**config.mk**
```make
export PLATFORM = sky130hd
export DESIGN_NAME = twsk_prep
export DESIGN_NICKNAME = d
export VERILOG_FILES = /design/src/rtl/twsk_pkg.sv /design/src/rtl/twsk_prep.sv
export SDC_FILE = /design/constraint.sdc
export NUM_CORES = 2
export LEC_CHECK = 0
export BUFFER_PORTS_ARGS = -buffer_cell sky130_fd_sc_hd__buf_2
export CORE_MARGIN = 3
export CORE_UTILIZATION = 60
export CTS_CLUSTER_SIZE = 25
export DETAILED_ROUTE_END_ITERATION = 16
export GPL_TIMING_DRIVEN = 1
export PLACE_DENSITY = 0.82
export SKIP_LAST_GASP = 1
export SLEW_MARGIN = 20
export SYNTH_ARGS = -nofsm -noshare
export SYNTH_HDL_FRONTEND = slang
export SYNTH_SLANG_ARGS = --single-unit
```
**constraint.sdc**
```tcl
create_clock -name clk_i -period 31.9 [get_ports clk_i]
set_input_delay 4.785 -clock clk_i [delete_from_list [all_inputs] [get_ports clk_i]]
set_output_delay 4.785 -clock clk_i [all_outputs]
set_load 0.02 [all_outputs]
```
**src/rtl/twsk_pkg.sv**
```systemverilog
// Types, constants and tables of the three-wheel swerve kinematics block.
package twsk_pkg;

  localparam int WHEEL_COUNT = 3;
  localparam int ENC_BITS    = 13;
  localparam int ANG_BITS    = 20;
  localparam int ANG_SHIFT   = ANG_BITS - ENC_BITS;

  localparam int VEL_W    = 16;
  localparam int RADIUS_W = 10;
  localparam int RATIO_W  = 16;
  localparam int SPEED_W  = 16;
  localparam int CFG_W    = 16;
  localparam int CFG_IDX_W = 3;

  localparam int VEC_W   = 32;
  localparam int CPROD_W = 48;
  localparam int Z_W     = ANG_BITS + 2;

  localparam int CORDIC_ITERS = 17;
  localparam int CNT_W        = $clog2(CORDIC_ITERS);
  localparam int ATAN_W       = 18;

  localparam int RAD_W       = 60;
  localparam int ROOT_W      = RAD_W / 2;
  localparam int REM_W       = ROOT_W + 4;
  localparam int SQRT_CYCLES = ROOT_W / 2;
  localparam int SQRT_CNT_W  = $clog2(SQRT_CYCLES);

  localparam int SPD_W      = SPEED_W - 1;
  localparam int PROD_W     = ROOT_W + RATIO_W;

  // Division by 512000 = 2^12 * 125. Below the saturation limit the value
  // shifted right by 12 fits in 22 bits, where multiplying by ceil(2^29 / 125)
  // and shifting right by 29 gives the exact floor quotient by 125.
  localparam int DIV_PRE_SHIFT = 12;
  localparam int QN_W          = 22;
  localparam int RECIP_W       = 23;
  localparam int QPROD_W       = QN_W + RECIP_W;
  localparam int RECIP_SHIFT   = 29;
  localparam logic [RECIP_W-1:0] RECIP_125 = RECIP_W'(4294968);

  localparam int COS30_Q16  = 56756;
  localparam int ROUND_Q15  = 16384;
  localparam int SPEED_DIV  = 512000;
  localparam int SPEED_HALF = 256000;
  localparam int VEL_SCALE  = 2000;

  localparam logic [CFG_IDX_W-1:0] REG_RADIUS    = 3'd0;
  localparam logic [CFG_IDX_W-1:0] REG_RATIO     = 3'd1;
  localparam logic [CFG_IDX_W-1:0] REG_OFF_FRONT = 3'd2;
  localparam logic [CFG_IDX_W-1:0] REG_OFF_LEFT  = 3'd3;
  localparam logic [CFG_IDX_W-1:0] REG_OFF_RIGHT = 3'd4;

  localparam logic [RADIUS_W-1:0] RADIUS_RESET = RADIUS_W'(200);
  localparam logic [RATIO_W-1:0]  RATIO_RESET  = RATIO_W'(256);

  typedef logic signed [VEC_W-1:0] vec_t;
  typedef logic [ENC_BITS-1:0] enc_t;

  localparam enc_t HALF_TURN = enc_t'(1 << (ENC_BITS - 1));
  localparam logic signed [ENC_BITS:0] QUARTER_S = (ENC_BITS + 1)'(1 << (ENC_BITS - 2));

  localparam logic [PROD_W-1:0] SAT_LIMIT = PROD_W'(SPEED_DIV) << SPD_W;

  // What one lane hands to the merging stage.
  typedef struct packed {
    logic [SPD_W-1:0] speed;
    enc_t             ticks;
  } lane_res_t;

  // Arctangent of 2^-i in units of 2^-20 turn.
  function automatic logic [ATAN_W-1:0] atan_entry(input logic [CNT_W-1:0] idx);
    logic [ATAN_W-1:0] v;
    case (idx)
      5'd0:    v = 18'd131072;
      5'd1:    v = 18'd77376;
      5'd2:    v = 18'd40884;
      5'd3:    v = 18'd20753;
      5'd4:    v = 18'd10417;
      5'd5:    v = 18'd5213;
      5'd6:    v = 18'd2607;
      5'd7:    v = 18'd1304;
      5'd8:    v = 18'd652;
      5'd9:    v = 18'd326;
      5'd10:   v = 18'd163;
      5'd11:   v = 18'd81;
      5'd12:   v = 18'd41;
      5'd13:   v = 18'd20;
      5'd14:   v = 18'd10;
      5'd15:   v = 18'd5;
      5'd16:   v = 18'd3;
      default: v = '0;
    endcase
    return v;
  endfunction

endpackage

```
**src/rtl/twsk_prep.sv**
```systemverilog
// Front end: scales the command and forms the three wheel velocity vectors.
module twsk_prep import twsk_pkg::*; (
  input  logic                       clk_i,
  input  logic                       rst_ni,
  input  logic                       start_i,
  input  logic signed [VEL_W-1:0]    vel_x_i,
  input  logic signed [VEL_W-1:0]    vel_y_i,
  input  logic signed [VEL_W-1:0]    yaw_rate_i,
  input  logic        [RADIUS_W-1:0] radius_i,
  output logic                       done_o,
  output vec_t                       wx_o [WHEEL_COUNT],
  output vec_t                       wy_o [WHEEL_COUNT]
);

  logic s1_q, s2_q, done_q;
  vec_t vx1_q, vy1_q, t1_q;
  vec_t vx2_q, vy2_q, t2_q, c2_q;
  vec_t vx_d, vy_d, t_d, c_d;
  vec_t wx_q [WHEEL_COUNT];
  vec_t wy_q [WHEEL_COUNT];
  logic [VEC_W-1:0]   t_abs;
  logic [CPROD_W-1:0] cprod;
  logic [CPROD_W-1:0] cmag;

  always_comb begin
    vx_d  = vec_t'(vel_x_i) * vec_t'(VEL_SCALE);
    vy_d  = vec_t'(vel_y_i) * vec_t'(VEL_SCALE);
    t_d   = vec_t'(yaw_rate_i) * vec_t'({1'b0, radius_i});
    // Rotation term times 2*cos30, rounded half away from zero.
    t_abs = t1_q[VEC_W-1] ? VEC_W'(-t1_q) : VEC_W'(t1_q);
    cprod = CPROD_W'(t_abs) * CPROD_W'(COS30_Q16);
    cmag  = (cprod + CPROD_W'(ROUND_Q15)) >> 15;
    c_d   = t1_q[VEC_W-1] ? -vec_t'(cmag[VEC_W-1:0]) : vec_t'(cmag[VEC_W-1:0]);
  end

  always_ff @(posedge clk_i or negedge rst_ni) begin
    if (!rst_ni) begin
      s1_q   <= 1'b0;
      s2_q   <= 1'b0;
      done_q <= 1'b0;
    end else begin
      s1_q   <= start_i;
      s2_q   <= s1_q;
      done_q <= s2_q;
    end
  end

  always_ff @(posedge clk_i) begin
    if (start_i) begin
      vx1_q <= vx_d;
      vy1_q <= vy_d;
      t1_q  <= t_d;
    end
    if (s1_q) begin
      vx2_q <= vx1_q;
      vy2_q <= vy1_q;
      t2_q  <= t1_q;
      c2_q  <= c_d;
    end
    if (s2_q) begin
      wx_q[0] <= vx2_q;
      wy_q[0] <= vy2_q + (t2_q <<< 1);
      wx_q[1] <= vx2_q + c2_q;
      wy_q[1] <= vy2_q - t2_q;
      wx_q[2] <= vx2_q - c2_q;
      wy_q[2] <= vy2_q - t2_q;
    end
  end

  assign done_o = done_q;
  assign wx_o   = wx_q;
  assign wy_o   = wy_q;

endmodule

```
==> flow_summary.ini <==
[floorplanning]
initial_utilization_pct = 61.16
die_x_um = 257.7
die-area_um2 = 66430
core.rowCount = 91
core-area_um2 = 62170
io_pins = 254
die_height_um = 257.7

[synthesis]
synth_cell_types = 89
ys.flop_type = edfxtp_1
syn_inst = 3625
synth_area_leaders = edfxtp_1 26%, fa_1 25%, ha_1 15%
yosys.area.top_type = edfxtp_1
async_reset_ff_share_pct = 0.8982
synth_top_cell_area_share_pct = 26.14
synth_seq_cells = 334
synth-seq-area-share_pct = 26.34
syn_area_um2 = 38020
yosys_warnings = 0
syn_area_per_cell_um2 = 10.49
synth_edf_count = 331

[route]
ant_nets = 0
vias = 25520
drt_iter0_markers = 1359
drt-vias-per-instance = 5.405
avgRoutedWirePerCell_um = 17.00
wl_um = 80260
drc = 0
first_pass_iters = 5

[critical_path]
cp_slowest_cell = xor2_1
crit_top_cell = inv_1
arrival_ns = 11.80
slowest_delay_ns = 0.65
required_ns = 32.22
crit_path_max_fanout = 11
critPathTopFamily = simple AND/OR/NAND/NOR gates
start_kind = flop
end_kind = flop
worst-path-buf-inv = 5
critPathKind = reg2reg

[sta]
fin_skew_ns = 0.02329
tns_ns = 0
drv_slew = 0
setup_viol = 0
final-hold-violation-count = 0
fin_crit_sh_pct = 35.98
rsz0062_at_grt = false
fin_crit_ns = 11.48
max_slew_margin_pct = 27.54
max_slew.worst_pin.slew_ns = 1.087
fmax_mhz = 87.12

[cells_and_area]
instances_no_fill = 4721
fin_nets = 4836
regArea_um2 = 10020
synthToLayoutAreaGrowth_pct = 8.510
layout-drive-gt1-share_pct = 8.705
fillers = 4752
layout_commonest_cell = inv_1
multiInputGateArea_um2 = 24670
most-common-layout-cells = 782 x inv_1, 470 x fa_1, 452 x ha_1, 331 x edfxtp_1, 247 x buf_2

[global_routing]
antenna_found_initial = 1
grt_max_degree = 85
track_usage_pct = 24.85
grt_pass1_wl_um = 133100
grt_pass1_vias = 26690
overflow = 0

[place]
gp_congestion = 0.9421
dp.cells = 4650
hpwlAfterDp_um = 66900
port_buffers = 248

[clock_network]
htreeDepth = 2
cts-root-buf = clkbuf_16
cts_max_path_buffers = 3
cts_hold_buf = 0
clk_pin_slew_ns = 0.06
worst_skew_pair.late_latency_ns = 0.58
tritoncts = done
cts_made_buffers = 38
ctsResizeCount = 0
clock-sinks = 334
cts_setup_buffers = 0

[flow_run]
max-cap-violations = 0

[run_status]
run_status = complete, no violations

[min_path]
hp-class = reg2reg
## worst register-to-register path, delay by kind of cell (launching register included)
kind	cells	cell delay [ns]
AO/OA/AOI/OAI	4	1.14
XOR/XNOR	4	1.17
adder cells (fa/ha/maj)	7	3.20
buffers and inverters	5	0.38
flip-flops	1	0.46
AND/OR/NAND/NOR	13	4.89
## cells in the mapped netlist, types with 48 or more instances
library cell and count:
a21oi_1 130, and2_1 112, clkbuf_1 48, edfxtp_1 331, fa_1 470, ha_1 452
inv_1 782, nand2_1 187, nor2_1 142, o21ai_0 95, xnor2_1 205, xor2_1 94
## cell families (layout without fill, tap and decap cells)
group,Yosys count,count (layout),share of synthesized area [%]
AO/OA/AOI/OAI,489,489,8.497
XOR/XNOR,300,300,6.930
adder cells (fa/ha/maj),922,922,39.62
buffers and inverters,879,1104,9.109
flip-flops,334,334,26.34
multiplexers,12,12,0.3225
other,2,36,0.01975
AND/OR/NAND/NOR,687,687,9.164
## routing by layer
layer	part of all wire, %	routed length, µm	GRT usage [%]	up-vias
li1	-	-	-	12220
met1	40	32030	30.25	12480
met2	51	40740	44.44	628
met3	4.3	3467	3.040	182
met4	5.0	4020	10.99	0
met5	0	0	0	-
## final timing paths
kind | start | end | slack, ns | cells after the start
min | vx1_q[22] | vx2_q[22] | 0.41 | 0
min reg2reg | vx1_q[22] | vx2_q[22] | 0.41 | 0
max | t1_q[3] | c2_q[28] | 20.42 | 33
min in group asynchronous | rst_ni | s1_q | 3.99 | 1
max reg2reg | t1_q[3] | c2_q[28] | 20.42 | 33
max in group asynchronous | rst_ni | s2_q | 27.79 | 1
## cell type report
type                    instances  area share (%)
well taps                     837           2.538
diodes                          1        0.006065
multi-input cells            2445           59.79
flip-flops and latches        334           24.29
inverters                     783           7.124
repair buffers                251           3.069
clock buffers                  49           2.405
clock inverters                21          0.7763
## registers in the layout (all words and copies together), names as in the netlist
| register | cells |
|---|---|
| vy2_q | 24 |
| wy_o | 62 |
| s2_q | 1 |
| vx1_q | 24 |
| done_o | 1 |
| vx2_q | 24 |
| wx_o | 87 |
| c2_q | 32 |
| vy1_q | 24 |
| t2_q | 27 |
| s1_q | 1 |
| t1_q | 27 |
## through the flow
stage,setup WS (ns),utilization [%],hold slack (ns),instance area (µm²)
6_report,20.42,66.37,0.4058,41260
5_1_grt,19.53,66.36,0.4220,41260
3_3_place_gp,20.68,64.25,0.4017,39940
3_5_place_dp,20.53,64.25,0.4045,39940
4_1_cts,20.47,66.36,0.4025,41260
2_1_floorplan,21.52,-,0.4003,38150
Power is left out: the tool's default activity adds up to more than one toggle a clock period on the data nets, which glitch-free logic cannot reach.
