--- src/rtl/twsk_pkg.sv ---
// Types, constants and tables of the three-wheel swerve kinematics block.
package twsk_pkg;

  localparam int WHEEL_COUNT = 3;
  localparam int ENC_BITS    = 13;
  localparam int ANG_BITS    = 20;
  localparam int ANG_SHIFT   = ANG_BITS - ENC_BITS;

  localparam int VEL_W    = 16;
  localparam int RADIUS_W = 10;
  localparam int RATIO_W  = 16;
  localparam int SPEED_W  = 16;
  localparam int CFG_W    = 16;
  localparam int CFG_IDX_W = 3;

  localparam int VEC_W   = 32;
  localparam int CPROD_W = 48;
  localparam int Z_W     = ANG_BITS + 2;

  localparam int CORDIC_ITERS = 17;
  localparam int CNT_W        = $clog2(CORDIC_ITERS);
  localparam int ATAN_W       = 18;

  localparam int RAD_W       = 60;
  localparam int ROOT_W      = RAD_W / 2;
  localparam int REM_W       = ROOT_W + 4;
  localparam int SQRT_CYCLES = ROOT_W / 2;
  localparam int SQRT_CNT_W  = $clog2(SQRT_CYCLES);

  localparam int SPD_W      = SPEED_W - 1;
  localparam int PROD_W     = ROOT_W + RATIO_W;

  // Division by 512000 = 2^12 * 125. Below the saturation limit the value
  // shifted right by 12 fits in 22 bits, where multiplying by ceil(2^29 / 125)
  // and shifting right by 29 gives the exact floor quotient by 125.
  localparam int DIV_PRE_SHIFT = 12;
  localparam int QN_W          = 22;
  localparam int RECIP_W       = 23;
  localparam int QPROD_W       = QN_W + RECIP_W;
  localparam int RECIP_SHIFT   = 29;
  localparam logic [RECIP_W-1:0] RECIP_125 = RECIP_W'(4294968);

  localparam int COS30_Q16  = 56756;
  localparam int ROUND_Q15  = 16384;
  localparam int SPEED_DIV  = 512000;
  localparam int SPEED_HALF = 256000;
  localparam int VEL_SCALE  = 2000;

  localparam logic [CFG_IDX_W-1:0] REG_RADIUS    = 3'd0;
  localparam logic [CFG_IDX_W-1:0] REG_RATIO     = 3'd1;
  localparam logic [CFG_IDX_W-1:0] REG_OFF_FRONT = 3'd2;
  localparam logic [CFG_IDX_W-1:0] REG_OFF_LEFT  = 3'd3;
  localparam logic [CFG_IDX_W-1:0] REG_OFF_RIGHT = 3'd4;

  localparam logic [RADIUS_W-1:0] RADIUS_RESET = RADIUS_W'(200);
  localparam logic [RATIO_W-1:0]  RATIO_RESET  = RATIO_W'(256);

  typedef logic signed [VEC_W-1:0] vec_t;
  typedef logic [ENC_BITS-1:0] enc_t;

  localparam enc_t HALF_TURN = enc_t'(1 << (ENC_BITS - 1));
  localparam logic signed [ENC_BITS:0] QUARTER_S = (ENC_BITS + 1)'(1 << (ENC_BITS - 2));

  localparam logic [PROD_W-1:0] SAT_LIMIT = PROD_W'(SPEED_DIV) << SPD_W;

  // What one lane hands to the merging stage.
  typedef struct packed {
    logic [SPD_W-1:0] speed;
    enc_t             ticks;
  } lane_res_t;

  // Arctangent of 2^-i in units of 2^-20 turn.
  function automatic logic [ATAN_W-1:0] atan_entry(input logic [CNT_W-1:0] idx);
    logic [ATAN_W-1:0] v;
    case (idx)
      5'd0:    v = 18'd131072;
      5'd1:    v = 18'd77376;
      5'd2:    v = 18'd40884;
      5'd3:    v = 18'd20753;
      5'd4:    v = 18'd10417;
      5'd5:    v = 18'd5213;
      5'd6:    v = 18'd2607;
      5'd7:    v = 18'd1304;
      5'd8:    v = 18'd652;
      5'd9:    v = 18'd326;
      5'd10:   v = 18'd163;
      5'd11:   v = 18'd81;
      5'd12:   v = 18'd41;
      5'd13:   v = 18'd20;
      5'd14:   v = 18'd10;
      5'd15:   v = 18'd5;
      5'd16:   v = 18'd3;
      default: v = '0;
    endcase
    return v;
  endfunction

endpackage

--- src/rtl/twsk_merge.sv ---
// Merging stage: offsets, shortest-path steering, held state and output register.
module twsk_merge import twsk_pkg::*; (
  input  logic                      clk_i,
  input  logic                      rst_ni,
  input  logic                      fire_req_i,
  input  logic                      active_i,
  input  lane_res_t                 res_i    [WHEEL_COUNT],
  input  enc_t                      enc_i    [WHEEL_COUNT],
  input  enc_t                      offset_i [WHEEL_COUNT],
  input  logic                      out_stall_i,
  output logic                      fire_o,
  output logic                      out_valid_o,
  output logic signed [SPEED_W-1:0] speed_o  [WHEEL_COUNT],
  output enc_t                      angle_o  [WHEEL_COUNT]
);

  logic fire;
  logic out_valid_q;
  enc_t held_q  [WHEEL_COUNT];
  logic dir_q   [WHEEL_COUNT];
  enc_t ang_d   [WHEEL_COUNT];
  logic dir_d   [WHEEL_COUNT];
  logic signed [SPEED_W-1:0] spd_d [WHEEL_COUNT];
  logic signed [SPEED_W-1:0] spd_q [WHEEL_COUNT];
  enc_t ang_q   [WHEEL_COUNT];

  assign fire = fire_req_i && (!out_valid_q || !out_stall_i);

  always_comb begin
    enc_t tgt;
    logic signed [ENC_BITS:0] diff;
    logic move_hi, move_lo;
    logic [SPEED_W-1:0] mag;
    for (int k = 0; k < WHEEL_COUNT; k++) begin
      tgt     = offset_i[k] + res_i[k].ticks;
      diff    = signed'({1'b0, tgt}) - signed'({1'b0, enc_i[k]});
      move_hi = diff > QUARTER_S;
      move_lo = diff < -QUARTER_S;
      if (active_i) begin
        ang_d[k] = move_hi ? (tgt - HALF_TURN) : (move_lo ? (tgt + HALF_TURN) : tgt);
        dir_d[k] = move_hi || move_lo;
      end else begin
        ang_d[k] = held_q[k];
        dir_d[k] = dir_q[k];
      end
      mag      = {1'b0, res_i[k].speed};
      spd_d[k] = dir_d[k] ? signed'(mag) : -signed'(mag);
    end
  end

  always_ff @(posedge clk_i or negedge rst_ni) begin
    if (!rst_ni) begin
      out_valid_q <= 1'b0;
      for (int k = 0; k < WHEEL_COUNT; k++) begin
        held_q[k] <= '0;
        dir_q[k]  <= 1'b1;
      end
    end else begin
      if (fire) begin
        out_valid_q <= 1'b1;
        for (int k = 0; k < WHEEL_COUNT; k++) begin
          held_q[k] <= ang_d[k];
          dir_q[k]  <= dir_d[k];
        end
      end else if (!out_stall_i) begin
        out_valid_q <= 1'b0;
      end
    end
  end

  always_ff @(posedge clk_i) begin
    if (fire) begin
      spd_q <= spd_d;
      ang_q <= ang_d;
    end
  end

  assign fire_o      = fire;
  assign out_valid_o = out_valid_q;
  assign speed_o     = spd_q;
  assign angle_o     = ang_q;

endmodule

--- config.mk ---
export PLATFORM = sky130hd
export DESIGN_NAME = twsk_merge
export DESIGN_NICKNAME = d
export VERILOG_FILES = /design/src/rtl/twsk_pkg.sv /design/src/rtl/twsk_merge.sv
export SDC_FILE = /design/constraint.sdc
export NUM_CORES = 1
export LEC_CHECK = 0
export BUFFER_PORTS_ARGS = -buffer_cell sky130_fd_sc_hd__buf_2
export CORE_UTILIZATION = 40
export DETAILED_ROUTE_END_ITERATION = 12
export GPL_ROUTABILITY_DRIVEN = 0
export PLACE_DENSITY_LB_ADDON = 0.12
export SLEW_MARGIN = 25
export SYNTH_ARGS = -nofsm -noshare
export SYNTH_HDL_FRONTEND = slang
export SYNTH_SLANG_ARGS = --single-unit
--- constraint.sdc ---
create_clock -name clk_i -period 10.8 [get_ports clk_i]
set_input_delay 2.16 -clock clk_i [delete_from_list [all_inputs] [get_ports clk_i]]
set_output_delay 2.16 -clock clk_i [all_outputs]
set_load 0.01 [all_outputs]
==> results of run 1 <==
metal layers:
| metal | up-vias | wire (microns) | track usage [%] |
|---|---|---|---|
| met2 | 176 | 10500 | 30.8 |
| li1 | 3983 | - | - |
| met5 | - | 0 | 0 |
| met3 | 10 | 1110 | 3.77 |
| met4 | 0 | 144 | 4.76 |
| met1 | 3601 | 11100 | 25.5 |
critical path: stages:
cell and delay, ns:
buf_2 0.10, ha_1 0.21, fa_1 0.42, a211oi_1 0.25
o21bai_1 0.11, a21oi_1 0.23, o21ba_2 0.17, o21bai_1 0.07
xor2_1 0.16, ha_1 0.35, and2_1 0.18, nand3_1 0.08
a21oi_1 0.07, or4_1 0.50, a2111oi_0 0.48, o2111ai_1 0.26
a31oi_2 0.63, nor2_1 0.15, mux2_2 0.31
kinds of logic (layout without fill, tap and decap cells):
| group | count (synthesis) | count (layout) |
|---|---|---|
| simple gates | 272 | 272 |
| compound gates | 199 | 199 |
| flops | 130 | 130 |
| buf+inv | 92 | 357 |
| xor+xnor | 90 | 90 |
| fa+ha+maj | 84 | 84 |
| mux | 78 | 78 |
| other cells | 0 | 1 |
final timing paths:
kind	end	slack, ns	depth (start not counted)
setup / recovery	speed_o[1]$_DFFE_PP_	4.05	19
hold / removal	held_q[12]$_DFFE_PN0P_	0.48	2
setup reg to reg	held_q[25]$_DFFE_PN0P_	7.85	5
hold reg to reg	held_q[12]$_DFFE_PN0P_	0.48	2
max in group asynchronous	held_q[34]$_DFFE_PN0P_	8.50	2
min in group asynchronous	held_q[32]$_DFFE_PN0P_	1.82	2
cell usage after synthesis (all sizes together), types with 10 or more instances:
cell     n  area [sq um]
clkbuf  16          60.1
ha      78           976
o21a    12          90.1
xor2    27           236
o21ai   35           175
nor3    33           165
a21oi   52           264
nand2b  14          87.6
a21o    14           105
nor2    73           274
a211oi  15           113
nand2   58           218
dfrtp   40          1000
mux2    74           833
inv     67           251
nor2b   13          81.3
or3     10          62.6
nand3   15          75.1
edfxtp  87          2610
xnor2   63           552
cell usage in the layout (no fill, tap or decap), drive strengths merged, types with 5 or more instances in the layout:
cell type	instances
a311oi	6
inv	75
o211ai	8
a21oi	52
nor2b	13
nor4	7
nor2	73
and2	8
a211oi	15
nand3b	5
o21bai	8
or4	8
clkbuf	18
xor2	27
nand2	58
buf	258
fa	6
ha	78
nand3	15
a21o	14
xnor2	63
a2111oi	6
nand4	5
o21a	12
mux2	74
dfrtp	40
edfxtp	87
o21ai	35
or3	10
nor3	33
nand2b	14
o31ai	6
nor3b	5
area by class of cell:
class | instances | area, sq um
fill | 2255 | 11700
clock inverter | 14 | 141
tap | 319 | 399
sequential | 130 | 3690
inverter | 67 | 251
antenna | 1 | 2.50
timing repair buffer | 258 | 1300
clock buffer | 18 | 429
multi-input combinational | 723 | 5500
power by group through the flow:
stage / clock, W / combinational [W] / sequential (W)
2_1_floorplan: 0 / 0.000633 / 0.000780
3_3_place_gp: 0 / 0.000870 / 0.000750
3_5_place_dp: 0 / 0.000882 / 0.000753
4_1_cts: 0.000582 / 0.000887 / 0.000743
5_1_grt: 0.000601 / 0.000984 / 0.000757
6_report: 0.000562 / 0.000880 / 0.000742
registers in the layout, summed over array words and instances (netlist names):
| register | count |
|---|---|
| dir_q | 3 |
| held_q | 39 |
| out_valid_o | 1 |
| speed_o | 48 |
| angle_o | 39 |
per-stage QoR:
| stage | instances | util, % | worst slack (ns) | total power [W] |
|---|---|---|---|---|
| 2_1_floorplan | 945 | - | 3.36 | 0.00141 |
| 3_3_place_gp | 1497 | 47.6 | 3.45 | 0.00162 |
| 3_5_place_dp | 1497 | 47.6 | 3.72 | 0.00163 |
| 4_1_cts | 1529 | 50.0 | 4.15 | 0.00221 |
| 5_1_grt | 1529 | 50.0 | 3.68 | 0.00234 |
| 6_report | 1530 | 50.0 | 4.05 | 0.00218 |
==> flow_metrics.py, run 1 <==
metrics = {
    "run_status": {
        "outcome": "complete, no violations",
    },
    "die": {
        "fp-row-count": 56,
        "die_w_microns": 156,
        "die_area_sq_um": 24500,
        "io_pins": 256,
        "start_util_pct": 40.8,
        "core-area_sq_um": 23400,
        "die_h_microns": 156,
    },
    "yosys": {
        "synth_compound_area_share_pct": 14.2,
        "yosysSeqAreaShare_pct": 38.7,
        "synth_xor_area_share_pct": 8.26,
        "synth_top_family_by_area": "simple AND/OR/NAND/NOR gates",
        "synthAdderAreaFrac_pct": 11.5,
        "syn_nets": 1196,
        "synthArstFlopShare_pct": 33.1,
        "avgSynthCellArea_sq_um": 10.1,
        "postSynthCellCount": 945,
        "synthMuxAreaShare_pct": 9.15,
        "synthFlopType": "edfxtp_1",
        "yosys_warnings": 0,
        "synth_cell_types": 73,
        "ys_ff_latch": 130,
        "synth-simple-area-share_pct": 14.4,
        "synth_edf_count": 87,
        "netlist_area_sq_um": 9540,
    },
    "clock_network": {
        "cts_tree": "built",
        "h-tree-depth": 4,
        "clockRootBuffer": "clkbuf_16",
        "cts_setup_buffers": 0,
        "post_cts_resize_count": 0,
        "numCtsBuffers": 17,
        "clock-sinks": 130,
        "cts_hold_buffers": 0,
        "clk_latency_ns": 0.42,
        "cts.clk_slew.worst_paths_ns": 0.06,
        "clk_path_buf_depth": 2,
    },
    "pwr": {
        "p_sw_share_pct": 34.4,
        "seqPwrFrac_pct": 34.0,
        "p_leak_nw": 5.10,
        "power_frac_comb_pct": 40.3,
        "intPower_w": 0.00143,
        "power_frac_clock_pct": 25.8,
        "ir_drop_uv": 88.5,
        "powerDensity_nw_per_um2": 186,
        "p_switching_w": 0.000751,
    },
    "global_routing": {
        "grt_usage_pct": 18.9,
        "grt_max_degree": 64,
        "grt_antenna_before_repair": 1,
        "grt_pass1_vias": 7429,
        "grt_pass1_wl_microns": 36200,
        "gr-total-overflow": 0,
    },
    "worst_setup_path": {
        "critical_path.endpoint_type": "flop",
        "cp.required_ns": 10.96,
        "cp-startpoint": "res_i[0]",
        "critPathMaxFanout": 14,
        "cp.arrival_ns": 6.91,
        "startpoint_type": "input port",
        "timing.rr.start": "out_valid_o$_DFFE_PN0P_",
        "critPathKind": "input port to flop",
    },
    "route": {
        "drc": 0,
        "wl_microns": 22900,
        "post_drt_wl_per_cell_microns": 15.0,
        "vias_per_cell": 5.08,
        "ant_nets": 0,
        "drtPass1Iterations": 5,
        "vias": 7770,
        "drtIter0Drc": 337,
    },
    "sta": {
        "post-route-period-util_pct": 62.5,
        "max_freq_ghz": 0.148,
        "finalHoldViolations": 0,
        "grt_setup_unrepaired": "false",
        "period_minus_slack_ns": 6.75,
        "worst_pin_slew_ns": 0.980,
        "clock_skew_ns": 0.0105,
        "setup_violations": 0,
        "fin_hold_ws_ns": 0.481,
        "slew_viol_final": 0,
        "timing.setup.tns_ns": 0,
        "maxSlewHeadroom_pct": 34.6,
    },
    "finish": {
        "design_area_sq_um": 11700,
        "drive_above_1_share_pct": 31.4,
        "syn2layout_area_growth_pct": 22.7,
        "nets": 1448,
    },
    "placement": {
        "dp_hpwl_microns": 17700,
        "port_buffers": 255,
        "placed_cell_area_sq_um": 11100,
    },
    "hold_path": {
        "hold_start": "held_q[12]$_DFFE_PN0P_",
        "hold_class": "flop to flop",
    },
    "flow_run": {
        "drv_cap": 0,
    },
}
Power figures use the tool's default switching activity.
==> run 2, diff against run 1 <==
--- a/config.mk
+++ b/config.mk
@@ -5,6 +5,7 @@
 export SDC_FILE = /design/constraint.sdc
 export NUM_CORES = 1
 export LEC_CHECK = 0
+export ABC_AREA = 1
 export BUFFER_PORTS_ARGS = -buffer_cell sky130_fd_sc_hd__buf_2
 export CORE_UTILIZATION = 40
 export DETAILED_ROUTE_END_ITERATION = 12
==> constraint.sdc (replaced) <==
create_clock -name clk_i -period 6.95 [get_ports clk_i]
set_input_delay 1.39 -clock clk_i [delete_from_list [all_inputs] [get_ports clk_i]]
set_output_delay 1.39 -clock clk_i [all_outputs]
set_load 0.01 [all_outputs]
==> run 2 against run 1 <==
  * Die area rose by 11%
  * Combinational power rose by 52%
  * Design area rose by 8.8%
  * Wire length rose by 18%
  * Highest routed layer unchanged
  * Critical path depth rose by 4
==> flow_metrics.py, run 2 <==
metrics = {
    "worst_setup_path": {
        "cp.buffers_inverters": 3,
        "crit_cells": 23,
        "cpMostUsedCell": "nand2_1",
        "rr_worst_depth": 4,
        "slowest_delay_ns": 0.58,
        "crit_chain": "buf_2, ha_1, fa_1, nand3_1, nand2_1, a21oi_1, o21ai_0, xnor2_1, inv_1, ha_1, a21oi_1, nand2_1, o21bai_1, nor2_1, inv_1, nand2_1, nor2_1, nor2_2, nand3_2, nand2_1, nor2_1, nand2_1, nand2_1",
        "cp.required_ns": 7.12,
        "slowest_stage": "nand2_1",
        "reg2reg_to": "angle_o[23]$_DFFE_PP_",
        "critPathMaxFanout": 20,
        "startpoint_type": "input port",
        "critPathKind": "input port to flop",
        "timing.rr.start": "out_valid_o$_DFFE_PN0P_",
        "critical_path.endpoint_type": "flop",
        "crit_family": "simple AND/OR/NAND/NOR gates",
        "cp.arrival_ns": 5.28,
        "r2r_slack_ns": 3.89,
    },
    "yosys": {
        "ys_ff_latch": 130,
        "synth_edf_count": 87,
        "synthFlopType": "edfxtp_1",
        "postSynthCellCount": 1459,
        "post-synth-top-count-cell": "nand2_1",
        "avgSynthCellArea_sq_um": 7.25,
        "synthArstFlopShare_pct": 33.1,
        "yosysSeqAreaShare_pct": 34.9,
        "synth_cell_types": 41,
        "yosys_warnings": 0,
        "yosysTopAreaCell": "edfxtp_1",
        "yosys-top-cells-count": "nand2_1, inv_1, nand3_1, edfxtp_1, ha_1",
        "synth_top_area_share_pct": 24.7,
        "netlist_area_sq_um": 10600,
        "syn_nets": 1710,
        "netlist_top_cells_area": "edfxtp_1, nand2_1, dfrtp_1",
    },
    "finish": {
        "layout_common_cells": "nand2_1, buf_2, inv_1",
        "drive_above_1_share_pct": 20.2,
        "stdcell_count": 2056,
        "antenna_cells": 0,
        "largest_reg_flops": 48,
        "layout_commonest_cell": "nand2_1",
        "nets": 1959,
        "syn2layout_area_growth_pct": 20.4,
    },
    "pwr": {
        "p_switching_w": 0.00128,
        "power_frac_comb_pct": 40.8,
        "intPower_w": 0.00199,
        "seqPwrFrac_pct": 32.0,
        "ir_drop_uv": 137,
        "powerDensity_nw_per_um2": 257,
        "power_frac_clock_pct": 27.2,
        "p_sw_share_pct": 39.1,
        "total_power_w": 0.00328,
        "p_leak_nw": 6.69,
    },
    "clock_network": {
        "numCtsBuffers": 17,
        "clock-sinks": 130,
        "cts_tree": "built",
        "cts.clk_slew.worst_paths_ns": 0.06,
        "h-tree-depth": 4,
        "cts_hold_buffers": 0,
        "cts_setup_buffers": 0,
        "post_cts_resize_count": 0,
        "clockRootBuffer": "clkbuf_16",
        "clk_latency_ns": 0.41,
        "clk_path_buf_depth": 2,
    },
    "route": {
        "vias": 9940,
        "ant_nets": 0,
        "drtPass1Iterations": 5,
        "vias_per_cell": 4.83,
        "drtIter0Drc": 570,
        "post_drt_wl_per_cell_microns": 13.2,
        "drc": 0,
        "wl_microns": 27100,
    },
    "hold_path": {
        "hold_class": "flop to flop",
        "hold_end": "dir_q[2]$_DFFE_PN1P_",
        "hold_start": "dir_q[2]$_DFFE_PN1P_",
        "worstHoldPathCells": 2,
    },
    "sta": {
        "worst_pin_slew_ns": 0.979,
        "finalHoldViolations": 0,
        "slew_viol_final": 0,
        "grt_setup_unrepaired": "false",
        "maxSlewHeadroom_pct": 34.7,
        "period_minus_slack_ns": 5.11,
        "max_freq_ghz": 0.196,
        "setup_violations": 0,
        "post-route-period-util_pct": 73.5,
        "fin_hold_ws_ns": 0.471,
        "timing.setup.tns_ns": 0,
        "clock_skew_ns": 0.00760,
    },
    "placement": {
        "place_inst": 2024,
        "dp_hpwl_microns": 21700,
        "port_buffers": 255,
    },
    "die": {
        "die_w_microns": 165,
        "io_pins": 256,
        "fp-row-count": 59,
        "die_area_sq_um": 27100,
        "die_h_microns": 165,
        "start_util_pct": 40.7,
        "core-area_sq_um": 26000,
    },
    "global_routing": {
        "grt_pass1_wl_microns": 44500,
        "grt_antenna_before_repair": 0,
        "grt_max_degree": 87,
        "grt_usage_pct": 20.6,
        "grt_pass1_vias": 9384,
        "gr-total-overflow": 0,
    },
    "run_status": {
        "outcome": "complete, no violations",
    },
    "flow_run": {
        "drv_cap": 0,
    },
}
-- run 2: changes by cell type after synthesis, sizes merged, moves of 13 or more --
cell / before / now
inv: 67 / 218
nor2b: 13 / 0
xnor2: 63 / 21
mux2: 74 / 0
nand4: 5 / 29
nand2b: 14 / 0
o21ai: 35 / 79
xor2: 27 / 48
a211oi: 15 / 2
nand3: 15 / 130
nand2: 58 / 487
-- run 2: power by group through the flow --
stage | Clock, W | Sequential (W) | Combinational [W]
6_report | 0.000893 | 0.00105 | 0.00134
5_1_grt | 0.000948 | 0.00106 | 0.00154
4_1_cts | 0.000915 | 0.00105 | 0.00134
3_5_place_dp | 0 | 0.00106 | 0.00134
3_3_place_gp | 0 | 0.00106 | 0.00132
2_1_floorplan | 0 | 0.00110 | 0.000950
-- run 2: area by class of cell --
class,instances,area (sq um)
clock inverter,15,165
fill,2681,13200
tap,335,419
timing repair buffer,258,1300
multi-input combinational,1080,5910
inverter,221,835
clock buffer,17,425
sequential,130,3690
-- run 2: cell families after synthesis --
logic type                 Yosys count  synth area share [%]
adders and majority gates           84                  10.4
buffers and inverters              249                  9.27
and+or+nand+nor                    769                  31.4
AOI/OAI and AO/OA                  158                  8.30
xor gates and xnor gates            69                  5.71
DFF                                130                  34.9
-- run 2: worst register-to-register path, cell delays in order (launching register included) --
cell and delay (ns):
dfrtp_1 0.37, nand2_1 0.09, nand2_1 0.55, inv_6 0.73
buf_4 0.83
-- run 2: worst max-delay path by stage --
stage                     start  slack (ns)                    to
finish                 res_i[0]        1.84  speed_o[6]$_DFFE_PP_
global placement       res_i[0]        1.52  speed_o[3]$_DFFE_PP_
global route           res_i[0]        1.41  speed_o[7]$_DFFE_PP_
floorplan           out_stall_i        1.19                fire_o
detailed placement     res_i[0]        1.44  speed_o[3]$_DFFE_PP_
CTS                    res_i[0]        1.89  speed_o[3]$_DFFE_PP_
-- run 2: per-stage QoR --
step,area (sq um),worst slack [ns],util (%)
2_1_floorplan,10600,1.19,-
3_3_place_gp,12200,1.52,46.8
3_5_place_dp,12200,1.44,46.8
4_1_cts,12700,1.89,49.0
5_1_grt,12700,1.41,49.0
6_report,12700,1.84,49.0
-- run 2: metal layers --
layer	vias up	global-route usage [%]	routed length [microns]
li1	5227	-	-
met1	4417	27.9	13000
met2	269	33.9	12200
met3	27	3.42	1500
met4	0	5.71	457
met5	-	0	0
==> run 3, diff against run 2 <==
==> constraint.sdc (replaced) <==
create_clock -name clk_i -period 4.33 [get_ports clk_i]
set_input_delay 0.866 -clock clk_i [delete_from_list [all_inputs] [get_ports clk_i]]
set_output_delay 0.866 -clock clk_i [all_outputs]
set_load 0.01 [all_outputs]
==> run 3 against run 2 <==
  * Highest routed layer unchanged
  * Sequential share of layout area decreased by 1.2 points
  * Sequential cell count unchanged
  * Via count increased by 2.5%
  * Register-to-register slack got worse by 1.4 ns
  * Clock skew increased by 0.0021 ns
  * Largest cell class unchanged
  * Worst hold slack got worse by 0.014 ns
  * Final cell count increased by 3.0%
  * Count of clock-buffer cells in the layout unchanged
  * Critical path depth increased by 3
  * Design area increased by 4.4%
==> flow_metrics.py, run 3 (synthesis gave the netlist of run 2 again) <==
metrics = {
    "clock_network": {
        "numCtsBuffers": 17,
        "clk_latency_ns": 0.42,
        "cts_tree": "built",
        "clock-sinks": 130,
        "cts.clk_slew.worst_paths_ns": 0.07,
        "h-tree-depth": 4,
        "clk_path_buf_depth": 2,
        "clockRootBuffer": "clkbuf_16",
    },
    "route": {
        "vias_per_cell": 4.81,
        "post_drt_wl_per_cell_microns": 13.1,
        "ant_nets": 0,
        "drc": 0,
        "drtPass1Iterations": 5,
        "drtIter0Drc": 628,
        "vias": 10200,
        "wl_microns": 27700,
    },
    "global_routing": {
        "gr-total-overflow": 0,
        "grt_usage_pct": 20.7,
        "grt_pass1_vias": 9404,
        "grt_max_degree": 157,
        "grt_pass1_wl_microns": 44600,
        "grt_antenna_before_repair": 0,
    },
    "sta": {
        "clock_skew_ns": 0.00965,
        "grt_setup_unrepaired": "false",
        "worst_pin_slew_ns": 0.806,
        "post-route-period-util_pct": 92.0,
        "setup_violations": 0,
        "period_minus_slack_ns": 3.98,
        "maxSlewHeadroom_pct": 46.2,
        "finalHoldViolations": 0,
        "finalWorstSetupSlack_ns": 0.347,
        "max_freq_ghz": 0.251,
        "slew_viol_final": 0,
    },
    "finish": {
        "largest_reg_flops": 48,
        "antenna_cells": 0,
        "layout_common_cells": "nand2_1, buf_2, inv_1",
        "post-route-util_pct": 51.2,
        "drive_above_1_share_pct": 23.7,
        "stdcell_count": 2118,
        "nets": 2021,
        "syn2layout_area_growth_pct": 25.8,
        "layout_commonest_cell": "nand2_1",
    },
    "flow_run": {
        "drv_cap": 0,
    },
    "die": {
        "io_pins": 256,
        "fp-row-count": 59,
        "core-area_sq_um": 26000,
        "die_area_sq_um": 27100,
        "die_w_microns": 165,
        "start_util_pct": 40.7,
        "die_h_microns": 165,
    },
    "worst_setup_path": {
        "critPathKind": "input port to flop",
        "cp.arrival_ns": 4.15,
        "cp.required_ns": 4.50,
        "critPathMaxFanout": 20,
        "startpoint_type": "input port",
        "critical_path.endpoint_type": "flop",
    },
    "pwr": {
        "ir_drop_uv": 255,
        "powerDensity_nw_per_um2": 410,
        "p_leak_nw": 7.01,
    },
    "placement": {
        "dpl_worst_slack_ns": -0.129,
        "port_buffers": 255,
        "dp_hpwl_microns": 21700,
        "place_inst": 2085,
    },
    "hold_path": {
        "hold_class": "input port to async pin",
    },
    "run_status": {
        "outcome": "complete, no violations",
    },
}
## run 3: cell types whose count changed in the layout (fill, tap and decap cells not counted), moves of 3 or more
| cell | change |
|---|---|
| nand3_1 | -3 |
| a21oi_1 | -7 |
| nand3_2 | +3 |
| buf_4 | +59 |
| clkinv_4 | +3 |
| a21oi_2 | +7 |
| clkinvlp_4 | -3 |
## run 3: worst paths after layout
| check | to | slack (ns) | start | depth (start not counted) |
|---|---|---|---|---|
| setup / recovery | speed_o[6]$_DFFE_PP_ | 0.35 | res_i[0] | 26 |
| setup reg to reg | angle_o[25]$_DFFE_PP_ | 2.48 | out_valid_o$_DFFE_PN0P_ | 5 |
| hold reg to reg | dir_q[2]$_DFFE_PN1P_ | 0.47 | dir_q[2]$_DFFE_PN1P_ | 2 |
| min in group clk_i | dir_q[2]$_DFFE_PN1P_ | 0.47 | dir_q[2]$_DFFE_PN1P_ | 2 |
| hold / removal | held_q[20]$_DFFE_PN0P_ | 0.46 | rst_ni | 1 |
| max in group asynchronous | dir_q[0]$_DFFE_PN1P_ | 3.05 | rst_ni | 2 |
## run 3: cell type report
class                      instances  area, sq um
fill                            2605        12700
multi-input combinational       1080         5980
sequential                       130         3690
timing repair buffer             320         1790
inverter                         221          835
clock buffer                      17          425
tap                              335          419
clock inverter                    15          158
## run 3: per-layer routing
metal	vias to the layer above	GRT usage, %	wire length [microns]
met5	-	0	0
met4	0	4.55	282
met3	19	2.79	1170
met2	252	34.6	12600
met1	4555	28.2	13600
li1	5366	-	-
## run 3: worst max-delay path, stage by stage
cell	delay, ns
buf_2	0.10
ha_1	0.21
fa_1	0.40
nand3_1	0.09
nand2_1	0.10
a21oi_2	0.19
o21ai_0	0.12
xnor2_1	0.30
inv_1	0.11
ha_1	0.31
nand2_1	0.07
inv_1	0.05
nand2_1	0.06
nand2_1	0.05
o21bai_1	0.16
nor2_1	0.15
inv_1	0.05
nand2_1	0.08
nor2_1	0.05
nor2_2	0.10
nand3_2	0.09
nand2_1	0.13
buf_12	0.17
nor2_1	0.05
nand2_1	0.07
nand2_1	0.05
## run 3: where the power goes
| part | switching [W] | internal (W) | leakage (nW) |
|---|---|---|---|
| Combinational | 0.00143 | 0.000925 | 5.35 |
| Sequential | 0.0000644 | 0.00162 | 1.38 |
| Clock | 0.000638 | 0.000771 | 0.284 |
## run 3: timing repair
item / CTS / global route
resized for setup: 0 / 17
hold buffers: 0 / 0
setup buffers: 0 / 1
endpoints found under the setup margin: 0 / 35
## run 3: per-stage QoR
| step | setup TNS, ns | area, sq um | hold slack [ns] | power [W] |
|---|---|---|---|---|
| floorplan | 0 | 10600 | 0.441 | 0.00329 |
| global placement | -1.33 | 12600 | 0.453 | 0.00400 |
| detailed placement | -2.73 | 12600 | 0.461 | 0.00403 |
| CTS | 0 | 13200 | 0.462 | 0.00547 |
| global route | 0 | 13300 | 0.490 | 0.00589 |
| finish | 0 | 13300 | 0.457 | 0.00545 |
